`config.mk`:
```
export PLATFORM = sky130hd
export DESIGN_NAME = priority_bitmap_ready_queue
export DESIGN_NICKNAME = d
export VERILOG_FILES = /design/src/pbrq_pkg.sv /design/src/priority_bitmap_ready_queue.sv /design/src/pbrq_ram.sv /design/src/pbrq_bmap.sv
export SDC_FILE = /design/constraint.sdc
export NUM_CORES = 2
export LEC_CHECK = 0
export ABC_AREA = 0
export BUFFER_PORTS_ARGS = -buffer_cell sky130_fd_sc_hd__buf_2
export CAP_MARGIN = 25
export CORE_MARGIN = 3
export CORE_UTILIZATION = 40
export CTS_CLUSTER_DIAMETER = 100
export DETAILED_ROUTE_END_ITERATION = 10
export PLACE_DENSITY = 0.52
export RECOVER_POWER = 100
export SETUP_SLACK_MARGIN = 0.3
export SLEW_MARGIN = 5
export SYNTH_ARGS = -nofsm -noshare
export SYNTH_HDL_FRONTEND = slang
export SYNTH_SLANG_ARGS = --single-unit
```
`constraint.sdc`:
```
create_clock -name clk -period 11.2 [get_ports clk]
set_input_delay 1.68 -clock clk [delete_from_list [all_inputs] [get_ports clk]]
set_output_delay 1.68 -clock clk [all_outputs]
set_load 0.03 [all_outputs]
```
`src/pbrq_pkg.sv`:
```
// ----------------------------------------------------------------------------
// pbrq_pkg
// Shared types, codes and helpers for the priority bitmap ready queue.
// ----------------------------------------------------------------------------
package pbrq_pkg;

  // command codes
  localparam logic CMD_ENQUEUE = 1'b0;
  localparam logic CMD_CHOOSE  = 1'b1;

  // result status codes
  localparam logic [1:0] ST_OK      = 2'd0;
  localparam logic [1:0] ST_ALREADY = 2'd1;
  localparam logic [1:0] ST_NONE    = 2'd2;

  // two-level bitmap geometry: 32 priorities per group
  localparam int          LVL_SHIFT = 5;
  localparam int          LVL_SIZE  = 32;
  localparam logic [4:0]  LVL_MASK  = 5'h1f;

  // input beat
  typedef struct packed {
    logic       cmd;
    logic [5:0] thread_id;
    logic [7:0] prio;
    logic       cur_running;
    logic       cur_affine;
    logic       cur_has_budget;
  } pbrq_in_t;

  // result beat
  typedef struct packed {
    logic [5:0] chosen_id;
    logic       kept_current;
    logic [1:0] status;
  } pbrq_out_t;

  // bitmap unit control
  typedef struct packed {
    logic set;     // mark priority non-empty
    logic clr;     // mark priority empty
    logic by_grp;  // read level word by group index instead of by priority
  } bm_ctl_t;

  // bitmap unit status
  typedef struct packed {
    logic nonempty;  // some priority is non-empty
    logic hit;       // level bit of the addressed priority
  } bm_stat_t;

  // index of the highest set bit, zero when no bit is set
  function automatic logic [4:0] top_bit32(input logic [LVL_SIZE-1:0] v);
    logic [4:0] r;
    r = '0;
    for (int i = 0; i < LVL_SIZE; i++) begin
      if (v[i]) begin
        r = 5'(i);
      end
    end
    return r;
  endfunction

endpackage

```
`src/priority_bitmap_ready_queue.sv`:
```
// Sequence: an enqueue reads the ready flag, then appends; a choose finds the top
//   group, stops there on an empty queue, else finds the top priority and then keeps or pops, maybe re-enqueuing.
// One command at a time: in_stall holds from accept until the result
//   registers, and longer while out_stall holds a result.
// Reset: bitmap clears at once, then a pass over all NUM_THREADS entries
//   clears the ready flags before the first command is accepted.
// ----------------------------------------------------------------------------
// priority_bitmap_ready_queue
// Per-priority thread FIFOs with a two-level bitmap, enqueue and choose.
// ----------------------------------------------------------------------------
module priority_bitmap_ready_queue #(
  parameter int NUM_PRIOS   = 256,
  parameter int NUM_THREADS = 64
) (
  input  logic                clk,
  input  logic                rst_n,
  input  logic                in_valid,
  output logic                in_stall,
  input  pbrq_pkg::pbrq_in_t  in_data,
  output logic                out_valid,
  input  logic                out_stall,
  output pbrq_pkg::pbrq_out_t out_data
);

  localparam int PW = $clog2(NUM_PRIOS);
  localparam int TW = $clog2(NUM_THREADS);
  localparam int NG = (NUM_PRIOS + pbrq_pkg::LVL_SIZE - 1) / pbrq_pkg::LVL_SIZE;
  localparam int GW = (NG > 1) ? $clog2(NG) : 1;
  localparam int XW = PW + pbrq_pkg::LVL_SHIFT;
  localparam int CW = ((PW > 8) ? PW : 8) + 1;

  typedef enum logic [3:0] {
    S_CLR,
    S_IDLE,
    S_ENQ_RD,
    S_ENQ_WR,
    S_FIND_G,
    S_FIND_L,
    S_DEC,
    S_POP_RD,
    S_POP_WR,
    S_RES
  } state_t;

  // thread id folded into the thread range
  function automatic logic [TW-1:0] tid_of(input logic [5:0] x);
    logic [TW-1:0] r;
    r = '0;
    for (int i = 0; i < 64; i++) begin
      if (x == 6'(i)) begin
        r = TW'(i % NUM_THREADS);
      end
    end
    return r;
  endfunction

  // priority saturated to the top priority
  function automatic logic [PW-1:0] clamp_prio(input logic [7:0] x);
    logic [CW-1:0] w;
    logic [PW-1:0] r;
    w = CW'(x);
    if (w >= CW'(NUM_PRIOS)) begin
      r = PW'(NUM_PRIOS - 1);
    end else begin
      r = PW'(w);
    end
    return r;
  endfunction

  // thread index to the 6-bit result field
  function automatic logic [5:0] id6(input logic [TW-1:0] t);
    logic [TW+5:0] e;
    e = (TW + 6)'(t);
    return e[5:0];
  endfunction

  state_t              state_r, state_nxt;
  logic [TW-1:0]       cnt_r, cnt_nxt;
  logic                cmd_r, cmd_nxt;
  logic [TW-1:0]       tid_r, tid_nxt;
  logic [PW-1:0]       p_r, p_nxt;
  logic                running_r, running_nxt;
  logic                runnable_r, runnable_nxt;
  logic                budget_r, budget_nxt;
  logic [GW-1:0]       g_r, g_nxt;
  logic [PW-1:0]       hp_r, hp_nxt;
  logic [TW-1:0]       h_r, h_nxt;
  logic                last_r, last_nxt;
  pbrq_pkg::pbrq_out_t res_r, res_nxt;
  logic                out_valid_r, out_valid_nxt;
  pbrq_pkg::pbrq_out_t out_r, out_nxt;

  // bitmap unit
  pbrq_pkg::bm_ctl_t   bm_ctl;
  pbrq_pkg::bm_stat_t  bm_stat;
  logic [PW-1:0]       bm_prio;
  logic [GW-1:0]       bm_top_grp;
  logic [4:0]          bm_top_lvl;

  // memory ports
  logic                rdy_we, rdy_wdata, rdy_rdata;
  logic [TW-1:0]       rdy_waddr;
  logic                head_we;
  logic [PW-1:0]       head_waddr;
  logic [TW-1:0]       head_wdata, head_rdata;
  logic                tail_we;
  logic [PW-1:0]       tail_raddr;
  logic [TW-1:0]       tail_rdata;
  logic                link_we;
  logic [TW-1:0]       link_rdata;

  logic                keep;

  pbrq_bmap #(
    .NUM_PRIOS (NUM_PRIOS)
  ) u_bmap (
    .clk     (clk),
    .rst_n   (rst_n),
    .ctl     (bm_ctl),
    .prio    (bm_prio),
    .grp     (g_r),
    .stat    (bm_stat),
    .top_grp (bm_top_grp),
    .top_lvl (bm_top_lvl)
  );

  pbrq_ram #(.DEPTH(NUM_THREADS), .WIDTH(1)) u_ready (
    .clk   (clk),
    .we    (rdy_we),
    .waddr (rdy_waddr),
    .wdata (rdy_wdata),
    .raddr (tid_r),
    .rdata (rdy_rdata)
  );

  pbrq_ram #(.DEPTH(NUM_PRIOS), .WIDTH(TW)) u_head (
    .clk   (clk),
    .we    (head_we),
    .waddr (head_waddr),
    .wdata (head_wdata),
    .raddr (hp_r),
    .rdata (head_rdata)
  );

  pbrq_ram #(.DEPTH(NUM_PRIOS), .WIDTH(TW)) u_tail (
    .clk   (clk),
    .we    (tail_we),
    .waddr (p_r),
    .wdata (tid_r),
    .raddr (tail_raddr),
    .rdata (tail_rdata)
  );

  pbrq_ram #(.DEPTH(NUM_THREADS), .WIDTH(TW)) u_link (
    .clk   (clk),
    .we    (link_we),
    .waddr (tail_rdata),
    .wdata (tid_r),
    .raddr (head_rdata),
    .rdata (link_rdata)
  );

  // runnable current thread wins over a lower queued priority, or an equal one with budget
  assign keep = runnable_r && ((p_r > hp_r) || ((p_r == hp_r) && budget_r));

  // handshake
  assign in_stall  = (state_r != S_IDLE);
  assign out_valid = out_valid_r;
  assign out_data  = out_r;

  // memory and bitmap control
  always_comb begin
    rdy_we     = 1'b0;
    rdy_waddr  = tid_r;
    rdy_wdata  = 1'b0;
    head_we    = 1'b0;
    head_waddr = p_r;
    head_wdata = tid_r;
    tail_we    = 1'b0;
    tail_raddr = (state_r == S_DEC) ? hp_r : p_r;
    link_we    = 1'b0;
    bm_ctl     = '0;
    bm_prio    = p_r;
    case (state_r)
      S_CLR: begin
        rdy_we    = 1'b1;
        rdy_waddr = cnt_r;
      end
      S_FIND_L: begin
        bm_ctl.by_grp = 1'b1;
      end
      S_ENQ_WR: begin
        if (!rdy_rdata) begin
          rdy_we     = 1'b1;
          rdy_wdata  = 1'b1;
          tail_we    = 1'b1;
          bm_ctl.set = 1'b1;
          if (bm_stat.hit) begin
            link_we = 1'b1;
          end else begin
            head_we = 1'b1;
          end
        end
      end
      S_POP_RD: begin
        rdy_we     = 1'b1;
        rdy_waddr  = head_rdata;
        bm_prio    = hp_r;
        bm_ctl.clr = (head_rdata == tail_rdata);
      end
      S_POP_WR: begin
        head_we    = !last_r;
        head_waddr = hp_r;
        head_wdata = link_rdata;
      end
      default: begin
      end
    endcase
  end

  // sequencer
  always_comb begin
    state_nxt     = state_r;
    cnt_nxt       = cnt_r;
    cmd_nxt       = cmd_r;
    tid_nxt       = tid_r;
    p_nxt         = p_r;
    running_nxt   = running_r;
    runnable_nxt  = runnable_r;
    budget_nxt    = budget_r;
    g_nxt         = g_r;
    hp_nxt        = hp_r;
    h_nxt         = h_r;
    last_nxt      = last_r;
    res_nxt       = res_r;
    out_nxt       = out_r;
    out_valid_nxt = out_valid_r && out_stall;
    case (state_r)
      // clear ready flags one entry a cycle
      S_CLR: begin
        cnt_nxt = cnt_r + TW'(1);
        if (cnt_r == TW'(NUM_THREADS - 1)) begin
          state_nxt = S_IDLE;
        end
      end
      // capture the input beat
      S_IDLE: begin
        if (in_valid) begin
          cmd_nxt      = in_data.cmd;
          tid_nxt      = tid_of(in_data.thread_id);
          p_nxt        = clamp_prio(in_data.prio);
          running_nxt  = in_data.cur_running;
          runnable_nxt = in_data.cur_running && in_data.cur_affine;
          budget_nxt   = in_data.cur_has_budget;
          res_nxt      = '{chosen_id: '0, kept_current: 1'b0, status: pbrq_pkg::ST_OK};
          state_nxt    = (in_data.cmd == pbrq_pkg::CMD_ENQUEUE) ? S_ENQ_RD : S_FIND_G;
        end
      end
      S_ENQ_RD: begin
        state_nxt = S_ENQ_WR;
      end
      // append at tail unless already ready; a re-enqueue keeps the popped result
      S_ENQ_WR: begin
        if (cmd_r == pbrq_pkg::CMD_ENQUEUE && rdy_rdata) begin
          res_nxt.status = pbrq_pkg::ST_ALREADY;
        end
        state_nxt = S_RES;
      end
      // top group, or nothing queued
      S_FIND_G: begin
        if (!bm_stat.nonempty) begin
          if (runnable_r) begin
            res_nxt = '{chosen_id: id6(tid_r), kept_current: 1'b1,
                        status: pbrq_pkg::ST_OK};
          end else begin
            res_nxt.status = pbrq_pkg::ST_NONE;
          end
          state_nxt = S_RES;
        end else begin
          g_nxt     = bm_top_grp;
          state_nxt = S_FIND_L;
        end
      end
      // top priority within the group
      S_FIND_L: begin
        hp_nxt    = PW'((XW'(g_r) << pbrq_pkg::LVL_SHIFT) | XW'(bm_top_lvl));
        state_nxt = S_DEC;
      end
      // keep current thread or pop the head
      S_DEC: begin
        if (keep) begin
          res_nxt   = '{chosen_id: id6(tid_r), kept_current: 1'b1,
                        status: pbrq_pkg::ST_OK};
          state_nxt = S_RES;
        end else begin
          state_nxt = S_POP_RD;
        end
      end
      S_POP_RD: begin
        h_nxt     = head_rdata;
        last_nxt  = (head_rdata == tail_rdata);
        state_nxt = S_POP_WR;
      end
      // advance head, then re-enqueue a still running current thread that was not popped
      S_POP_WR: begin
        res_nxt = '{chosen_id: id6(h_r), kept_current: 1'b0, status: pbrq_pkg::ST_OK};
        if (running_r && (h_r != tid_r)) begin
          state_nxt = S_ENQ_RD;
        end else begin
          state_nxt = S_RES;
        end
      end
      // hand the result to the output register
      S_RES: begin
        if (!out_valid_r || !out_stall) begin
          out_nxt       = res_r;
          out_valid_nxt = 1'b1;
          state_nxt     = S_IDLE;
        end
      end
      default: begin
        state_nxt = S_IDLE;
      end
    endcase
  end

  // state and registered outputs
  always_ff @(posedge clk) begin
    if (!rst_n) begin
      state_r     <= S_CLR;
      cnt_r       <= '0;
      out_valid_r <= 1'b0;
    end else begin
      state_r     <= state_nxt;
      cnt_r       <= cnt_nxt;
      out_valid_r <= out_valid_nxt;
    end
    cmd_r      <= cmd_nxt;
    tid_r      <= tid_nxt;
    p_r        <= p_nxt;
    running_r  <= running_nxt;
    runnable_r <= runnable_nxt;
    budget_r   <= budget_nxt;
    g_r        <= g_nxt;
    hp_r       <= hp_nxt;
    h_r        <= h_nxt;
    last_r     <= last_nxt;
    res_r      <= res_nxt;
    out_r      <= out_nxt;
  end

endmodule

```
`src/pbrq_ram.sv`:
```
// ----------------------------------------------------------------------------
// pbrq_ram
// Simple dual-port memory, one write and one registered read per cycle.
// ----------------------------------------------------------------------------
module pbrq_ram #(
  parameter int DEPTH = 64,
  parameter int WIDTH = 6
) (
  input  logic                     clk,
  input  logic                     we,
  input  logic [$clog2(DEPTH)-1:0] waddr,
  input  logic [WIDTH-1:0]         wdata,
  input  logic [$clog2(DEPTH)-1:0] raddr,
  output logic [WIDTH-1:0]         rdata
);

  logic [WIDTH-1:0] mem [DEPTH];
  logic [WIDTH-1:0] rdata_r;

  // write port and registered read port
  always_ff @(posedge clk) begin
    if (we) begin
      mem[waddr] <= wdata;
    end
    rdata_r <= mem[raddr];
  end

  assign rdata = rdata_r;

endmodule

```
`src/pbrq_bmap.sv`:
```
// ----------------------------------------------------------------------------
// pbrq_bmap
// Two-level bitmap of non-empty priorities with highest-bit search.
// ----------------------------------------------------------------------------
module pbrq_bmap #(
  parameter int NUM_PRIOS = 256
) (
  input  logic                                   clk,
  input  logic                                   rst_n,
  input  pbrq_pkg::bm_ctl_t                      ctl,
  input  logic [$clog2(NUM_PRIOS)-1:0]           prio,
  input  logic [((NUM_PRIOS + 31) / 32 > 1 ?
                 $clog2((NUM_PRIOS + 31) / 32) : 1)-1:0] grp,
  output pbrq_pkg::bm_stat_t                     stat,
  output logic [((NUM_PRIOS + 31) / 32 > 1 ?
                 $clog2((NUM_PRIOS + 31) / 32) : 1)-1:0] top_grp,
  output logic [4:0]                             top_lvl
);

  localparam int PW = $clog2(NUM_PRIOS);
  localparam int NG = (NUM_PRIOS + pbrq_pkg::LVL_SIZE - 1) / pbrq_pkg::LVL_SIZE;
  localparam int GW = (NG > 1) ? $clog2(NG) : 1;
  localparam int XW = PW + pbrq_pkg::LVL_SHIFT;

  logic [NG-1:0]                    grp_r;
  logic [NG-1:0]                    grp_nxt;
  logic [pbrq_pkg::LVL_SIZE-1:0]    lvl_r   [NG];
  logic [pbrq_pkg::LVL_SIZE-1:0]    lvl_nxt [NG];

  logic [XW-1:0]                    prio_x;
  logic [GW-1:0]                    prio_grp;
  logic [4:0]                       prio_bit;
  logic [GW-1:0]                    addr;
  logic [pbrq_pkg::LVL_SIZE-1:0]    word;
  logic [pbrq_pkg::LVL_SIZE-1:0]    word_clr;

  // split priority into group index and bit within the group
  assign prio_x   = XW'(prio);
  assign prio_grp = GW'(prio_x >> pbrq_pkg::LVL_SHIFT);
  assign prio_bit = prio_x[4:0] & pbrq_pkg::LVL_MASK;

  // single read port on the level words
  assign addr     = ctl.by_grp ? grp : prio_grp;
  assign word     = lvl_r[addr];
  assign word_clr = word & ~(pbrq_pkg::LVL_SIZE'(1) << prio_bit);

  // status and highest-bit search
  assign stat.nonempty = |grp_r;
  assign stat.hit      = word[prio_bit];
  assign top_grp       = GW'(pbrq_pkg::top_bit32(pbrq_pkg::LVL_SIZE'(grp_r)));
  assign top_lvl       = pbrq_pkg::top_bit32(word);

  // set or clear one priority
  always_comb begin
    grp_nxt = grp_r;
    lvl_nxt = lvl_r;
    if (ctl.set) begin
      lvl_nxt[addr]     = word | (pbrq_pkg::LVL_SIZE'(1) << prio_bit);
      grp_nxt[prio_grp] = 1'b1;
    end else if (ctl.clr) begin
      lvl_nxt[addr] = word_clr;
      if (word_clr == '0) begin
        grp_nxt[prio_grp] = 1'b0;
      end
    end
  end

  always_ff @(posedge clk) begin
    if (!rst_n) begin
      grp_r <= '0;
      for (int i = 0; i < NG; i++) begin
        lvl_r[i] <= '0;
      end
    end else begin
      grp_r <= grp_nxt;
      lvl_r <= lvl_nxt;
    end
  end

endmodule

```
Word level (Yosys, flattened, before mapping)
Memories as Yosys holds them, arrays and structs flattened. A register that Yosys moved wholly into a read port is not among the register bits.
Cells that the tools add are included.
{"block": "op_classes", "addsub": 1, "muxes": 158, "magnitude_cmp": 6, "bitwise_logic": 9, "n_reduce_logical": 35, "n_eq_ne": 84, "shift": 1}
{"op": "256-bit bitwise mux", "count": 2}
{"op": "256-bit two-way mux", "count": 2}
{"op": "6-bit equality test, second input constant", "count": 33}
{"op": "6-bit two-way mux", "count": 31}
{"op": "5-bit two-way mux", "count": 32}
{"op": "32-bit binary-select mux with 3-bit select", "count": 1}
{"op": "32-bit demux with 3-bit select", "count": 1}
{"op": "6-bit by 5-bit equality test with 1-bit output, second input constant", "count": 16}
{"op": "32-bit two-way mux", "count": 3}
{"op": "4-bit two-way mux", "count": 22}
{"op": "6-bit by 4-bit equality test with 1-bit output, second input constant", "count": 8}
{"op": "8-bit two-way mux", "count": 6}
{"op": "4-bit one-hot mux with 10 select lines", "count": 1}
{"op": "3-bit two-way mux", "count": 11}
{"op": "32-bit bitwise AND", "count": 1}
{"op": "32-bit logical NOT", "count": 1}
{"op": "32-bit NOT", "count": 1}
{"op": "32-bit bitwise OR", "count": 1}
{"op": "32-bit OR reduction", "count": 1}
{"op": "1-bit by 5-bit << shifter with 32-bit output, first input constant", "count": 1}
{"op": "7-bit one-hot mux with 4 select lines", "count": 1}
{"op": "9-bit two-way mux", "count": 3}
{"op": "1-bit two-way mux", "count": 26}
{"op": "6-bit by 3-bit equality test with 1-bit output, second input constant", "count": 4}
{"op": "other kinds (45)", "count": 85}
{"block": "word_totals", "output_inout_bits": 11, "inputBits": 22, "n_memories": 4, "register_bits": 329, "word_cells": 333, "ramBits": 3520}
{"name": "u_head.mem", "depth": 256, "width": 6, "rd": 1, "rd_clocked_by_memory_dff": 1, "write_ports": 1, "line": "pbrq_ram.sv:17", "text": "logic [WIDTH-1:0] mem [DEPTH];"}
{"name": "u_tail.mem", "depth": 256, "width": 6, "rd": 1, "rd_clocked_by_memory_dff": 1, "write_ports": 1, "line": "pbrq_ram.sv:17"}
{"name": "u_link.mem", "depth": 64, "width": 6, "rd": 1, "rd_clocked_by_memory_dff": 1, "write_ports": 1, "line": "pbrq_ram.sv:17"}
{"name": "u_ready.mem", "depth": 64, "width": 1, "rd": 1, "rd_clocked_by_memory_dff": 1, "write_ports": 1, "line": "pbrq_ram.sv:17"}

Longest topological paths before layout
{"block": "logic_depth", "word_depth": 63, "depth_mapped": 17, "ltp_nobuf": 12}

Cells and area by module
From an unflattened synthesis, not the netlist that was laid out.
{"block": "unflattened", "hier_cells": 8852, "area_unflattened_um2": 155208.9}
{"mod": "pbrq_ram (u_head ...)", "seq_area_each_um2": 46244.4, "area_each_um2": 60073.9, "n_inst": 2, "cells_per_inst": 2964}
{"mod": "pbrq_ram (u_link)", "seq_area_each_um2": 11651.2, "area_each_um2": 15225.9, "n_inst": 1, "cells_per_inst": 720}
{"mod": "pbrq_bmap", "seq_area_each_um2": 5285.1, "area_each_um2": 13633.1, "n_inst": 1, "cells_per_inst": 1701}
{"mod": "priority_bitmap_ready_queue", "seq_area_each_um2": 1841.8, "area_each_um2": 3288.2, "n_inst": 1, "cells_per_inst": 299}
{"mod": "pbrq_ram (u_ready)", "seq_area_each_um2": 1941.9, "area_each_um2": 2914.0, "n_inst": 1, "cells_per_inst": 204}

Worst setup path after synthesis
Ideal clock, no wire load.
{"block": "synth_path", "kind": "reg2reg", "startpoint": "register tid_r[0]", "endpoint": "memory u_head.mem[0][0] (data pin)", "arrival_ps": 7665, "path_buffers": 1, "slack_ps": 2713, "period_less_slack_ps": 8487, "setup_ps": 823, "path_stages_with_launch": 4, "required_ps": 10377, "cell_sequence": "edfxtp_1 clkbuf_1 nand2_1 nand2_1"}
{"block": "synth_via", "elab_chain_len": 1}
{"item": "start, declared", "line": "priority_bitmap_ready_queue.sv:80", "text": "logic [TW-1:0] tid_r, tid_nxt;"}
{"item": "start signal, assigned", "line": "priority_bitmap_ready_queue.sv:339", "text": "tid_r <= tid_nxt;"}
{"item": "6-bit two-way mux", "line": "priority_bitmap_ready_queue.sv:184", "text": "case (state_r)"}
{"item": "net head_wdata[0]", "line": "priority_bitmap_ready_queue.sv:105", "text": "logic [TW-1:0] head_wdata, head_rdata;"}
{"item": "end, declared", "line": "pbrq_ram.sv:17"}
The timed path passes the listed nets, and every way through them passes these cells.

Worst setup path after layout
{"block": "layout_path", "startpoint": "register hp_r[3]", "endpoint": "memory u_link.mem[9][4] (enable)"}
{"block": "layout_via", "elab_chain_len": 8}
{"item": "start, declared", "line": "priority_bitmap_ready_queue.sv:86", "text": "logic [PW-1:0] hp_r, hp_nxt;"}
{"item": "start signal, assigned", "line": "priority_bitmap_ready_queue.sv:345", "text": "hp_r <= hp_nxt;"}
{"item": "8-bit two-way mux", "line": "priority_bitmap_ready_queue.sv:184"}
{"item": "1-bit binary-select mux with 5-bit select", "line": "pbrq_bmap.sv:49", "text": "assign stat.hit = word[prio_bit];"}
{"item": "1-bit two-way mux (not written as such)", "line": "pbrq_bmap.sv:49"}
{"item": "1-bit two-way mux", "line": "priority_bitmap_ready_queue.sv:198", "text": "if (bm_stat.hit) begin"}
{"item": "1-bit two-way mux", "line": "priority_bitmap_ready_queue.sv:193", "text": "if (!rdy_rdata) begin"}
{"item": "1-bit two-way mux", "line": "priority_bitmap_ready_queue.sv:184"}
{"item": "1-bit two-way mux", "line": "pbrq_ram.sv:22", "text": "if (we) begin"}
{"item": "1-bit two-way mux (not written as such)", "line": "pbrq_ram.sv:23", "text": "mem[waddr] <= wdata;"}
{"item": "end, declared", "line": "pbrq_ram.sv:17"}
No other way between the ends. The select of a mux whose other input is x is not followed.

==> results summary <==
The run finished, with violations left. The checks that failed: max-capacitance violations, max-slew violations. Counting distinct cell types in the post-synthesis netlist gives 84. At the placement stage, the worst setup path has a slack of 4.36 ns.

The number of CTS-inserted buffers is between 400 and 500. The post-synth net total came out at between 10000 and 15000. For this run, the top clock speed supported by timing is roughly 0.12 GHz. The number of sinks handled by clock tree synthesis came out at 3868.

Averaged over all synthesized cells, the footprint is ~15 µm². On the worst path, the slowest cell contributes a delay of between 2 and 3 ns. In this design, the critical path's most frequently occurring cell is sky130_fd_sc_hd__clkbuf_1.

Once detail routing completed, the nets flagged for antenna violations numbered 0. After synthesis, the share of flip-flops with an asynchronous set or reset is 0. The share of synthesized area occupied by flip-flops and latches is 0.723. The register bit count reported by yosys came out at just under 4000. The startpoint identified for the worst hold timing path is res_r[3]$_SDFFCE_PN0P_. Max-cap violations in this run came to 70. The area of the core is 389000 µm². The most used flip-flop cell after synthesis is sky130_fd_sc_hd__edfxtp_1. By area the synthesized netlist is led by sky130_fd_sc_hd__edfxtp_1 69%, sky130_fd_sc_hd__mux4_2 9.5%, sky130_fd_sc_hd__nand2_1 4.8%, sky130_fd_sc_hd__dfxtp_1 3.8%, sky130_fd_sc_hd__nand3_1 1.9%. The count of boundary I/O pins is 33. The first detailed-routing pass took 6 iterations. The count of mapped cells out of synthesis came out at 10200. In this run the worst path has a maximum fanout of 64. The total of hold buffers inserted after clock tree synthesis is 0. The post-detailed-placement half-perimeter wirelength is around 260 mm. STA classifies the critical path endpoint as a flop. After clock tree synthesis, the clock-pin slew on the worst setup and hold paths is 0.06 ns. The final critical delay including setup and external delays is roughly 8.6 ns. TritonCTS built the clock tree. The fraction of layout cells with a size suffix above 1 came out at 0.143. The launching element type of the critical path is a flop.

After routing, the total negative slack on setup checks comes to 0 ns. Entering global routing, the biggest net connects 171 pins. The worst hold path belongs to the class flop to flop. The required time of the critical path is ~12 ns.

In this run the critical register-to-register path is launched from hp_r[3]$_SDFFCE_PP1P_. The area of the mapped netlist came out at around 160000 µm². The critical path in this run is classified as flop to flop. The cell taking the most area after synthesis is sky130_fd_sc_hd__edfxtp_1.

The final max-slew violation count is between 3000 and 4000. The final worst clock skew is ~0.074 ns. The violation count after the first detailed-route iteration came out at a little under 9000. The post-layout worst setup margin came out at 2.57 ns. After clock tree synthesis, the repair step resized 0 gates.

The overall track demand over capacity in global routing is 0.213. The remaining design rule violation count came out at 0. Of the available clock period, the critical path in the final layout requires 0.771. In the routed layout, each cell is associated on average with a via count of approximately 5.7.

The area of the die is between 300000 and 400000 µm². Counting instances in the post-synthesis netlist gives the leading cell types as 3574 x sky130_fd_sc_hd__edfxtp_1, 2021 x sky130_fd_sc_hd__nand2_1, 705 x sky130_fd_sc_hd__nor2_1. The number of global-route vias before repair came to just under 90000.

The kind of cell adding the most delay to the critical path is buffers and inverters. The critical path goes through clkbuf_1, mux2i_1, a221oi_1, nand2_1, o21ai_0, o21a_1, clkbuf_1, and4_1. The total via count after detailed routing is 89400. The routed wire length per instance came out at around 27 µm. The floorplan step set the die width to 631 µm. The power density over the cells came out at ~170 nW/µm².

The wire length of the first global-routing pass is approximately 630 mm. The hold violation count in the final report is 0. The most frequent cell after synthesis is sky130_fd_sc_hd__edfxtp_1. The last weighted congestion value of the routability-driven placer is 0.920. The clock root buffer is sky130_fd_sc_hd__clkbuf_16. For this run, the share of the core covered by cells in the final layout is 0.451. The largest buffer count on any clock path came out at 4. Setup repair after global routing left no endpoint under its margin. The number of antenna violations at the first check in global routing is 16. The floorplan step set the die height to approximately 630 µm.

The H-tree depth is 5. Setup violations remaining at the end of the flow were counted as 0. Global routing finished with a remaining overflow of 0. Tracing the worst setup path back leads to its startpoint at hp_r[3]$_SDFFCE_PP1P_. The growth of design area from synthesis to finish is 12.2%. For the worst-skew pair, the clock arrives at the later sink with an insertion delay of just under 1 ns. The number of enable flip-flop cells after synthesis is about 3600. The remaining max-slew budget at the tightest pin is -2.89.

The fraction of post-synthesis cell area in the top cell type by area came out at 0.686. The leakage power of the design is 0.0563 µW. Yosys printed 0 warnings. The critical path buffer and inverter count is 2. For this design, the slowest cell found on the critical path is sky130_fd_sc_hd__clkbuf_1. The total number of nets in the final design came out at about 10000. The pin slew with the least headroom to its limit came out at between 5 and 6 ns. The fill cell instance count of the final layout came out at about 34000. Summed over all layers, the routed wires come to between 400 and 500 mm. The number of input and output port buffers inserted came out at 32. VDD sags by at most 0.133 mV. The number of setup buffers added after CTS came out at 0. The starting utilization of the core area came out at 0.402. The number of standard-cell rows in the floorplan came out at approximately 230. For the worst setup path, the data arrival time is 9.25 ns.
-- sequential cells by signal, indices dropped and copies added, names as in the netlist, 3 cells and up, named ones only --
name          cells
u_link.mem      384
out_data          9
res_r             9
g_r               3
u_head.mem     1536
u_link.rdata      6
u_ready.mem      64
u_tail.rdata      6
hp_r              8
h_r               6
tid_r             6
state_r           4
cnt_r             6
u_bmap.lvl_r    256
u_tail.mem     1536
p_r               8
u_head.rdata      6
-- cell type report --
type                       count  area (µm²)  share of cell area
multi-input combinational   5659       40500               0.231
timing repair buffer         242        1750             0.00994
antenna                        7        17.5           0.0000997
tap                         5197        6500              0.0370
clock buffer                 510       10900              0.0621
clock inverter               242        2620              0.0149
inverter                      19        77.6            0.000442
sequential                  3868      113000               0.645
-- placed cells by master, fill, tap and decap left out, types with 42 or more instances in the layout --
master,Yosys,layout
sky130_fd_sc_hd__edfxtp_1,3574,3574
sky130_fd_sc_hd__nand2_1,2021,2020
sky130_fd_sc_hd__nor2_1,705,694
sky130_fd_sc_hd__mux4_2,662,662
sky130_fd_sc_hd__nand3_1,600,599
sky130_fd_sc_hd__clkbuf_16,0,417
sky130_fd_sc_hd__dfxtp_1,294,291
sky130_fd_sc_hd__o21ai_0,190,196
sky130_fd_sc_hd__mux2i_1,171,168
sky130_fd_sc_hd__clkbuf_1,412,168
sky130_fd_sc_hd__a21oi_1,164,163
sky130_fd_sc_hd__a31oi_1,135,134
sky130_fd_sc_hd__and3_1,127,127
sky130_fd_sc_hd__and2_0,0,118
sky130_fd_sc_hd__buf_4,8,112
sky130_fd_sc_hd__a21boi_0,84,85
sky130_fd_sc_hd__and4_1,71,71
sky130_fd_sc_hd__clkinv_1,1,67
sky130_fd_sc_hd__clkinv_2,0,65
sky130_fd_sc_hd__a221oi_1,48,48
sky130_fd_sc_hd__o22ai_1,43,43
sky130_fd_sc_hd__and2_1,161,43
sky130_fd_sc_hd__bufinv_16,0,43
sky130_fd_sc_hd__a32oi_1,42,42
-- cells by family after synthesis --
| logic type | share of synthesized area |
|---|---|
| AO/OA/AOI/OAI | 0.0396 |
| XOR/XNOR | 0.000896 |
| adder cells (fa/ha/maj) | 0.000720 |
| buffers and inverters | 0.0193 |
| flip-flops | 0.723 |
| multiplexers | 0.109 |
| AND/OR/NAND/NOR | 0.107 |
-- power by group --
part           leakage, µW  total (µW)  internal (µW)  switching (µW)
clock              0.00655       13600           7920            5670
combinational       0.0152        43.8           14.7            29.1
sequential          0.0345       15500          15500            1.45
-- per-stage QoR --
step	power, µW	hold slack, ns	cell area, µm²	cells
5_1_grt	30000	0.424	176000	15700
3_5_place_dp	15900	0.407	162000	15000
6_report	29200	0.420	176000	15700
4_1_cts	29400	0.422	176000	15700
3_3_place_gp	15900	0.430	162000	15000
2_1_floorplan	15900	0.400	156000	10200
-- path summary, 6_finish.rpt --
check                                    end  slack (ns)  depth (start not counted)
hold reg to reg        out_data[3]$_DFFE_PP_        0.42                          0
hold / removal         out_data[3]$_DFFE_PP_        0.42                          0
setup reg to reg  u_link.mem[9][4]$_DFFE_PP_        2.57                          8
setup / recovery  u_link.mem[9][4]$_DFFE_PP_        2.57                          8
-- routing by layer --
metal,vias to the layer above,GRT usage,share of wire
li1,39100,-,-
met3,694,0.0279,0.060
met1,46400,0.300,0.43
met5,-,0,0.00018
met2,3224,0.344,0.48
met4,12,0.0664,0.032
(Power assumes the default switching activity.)
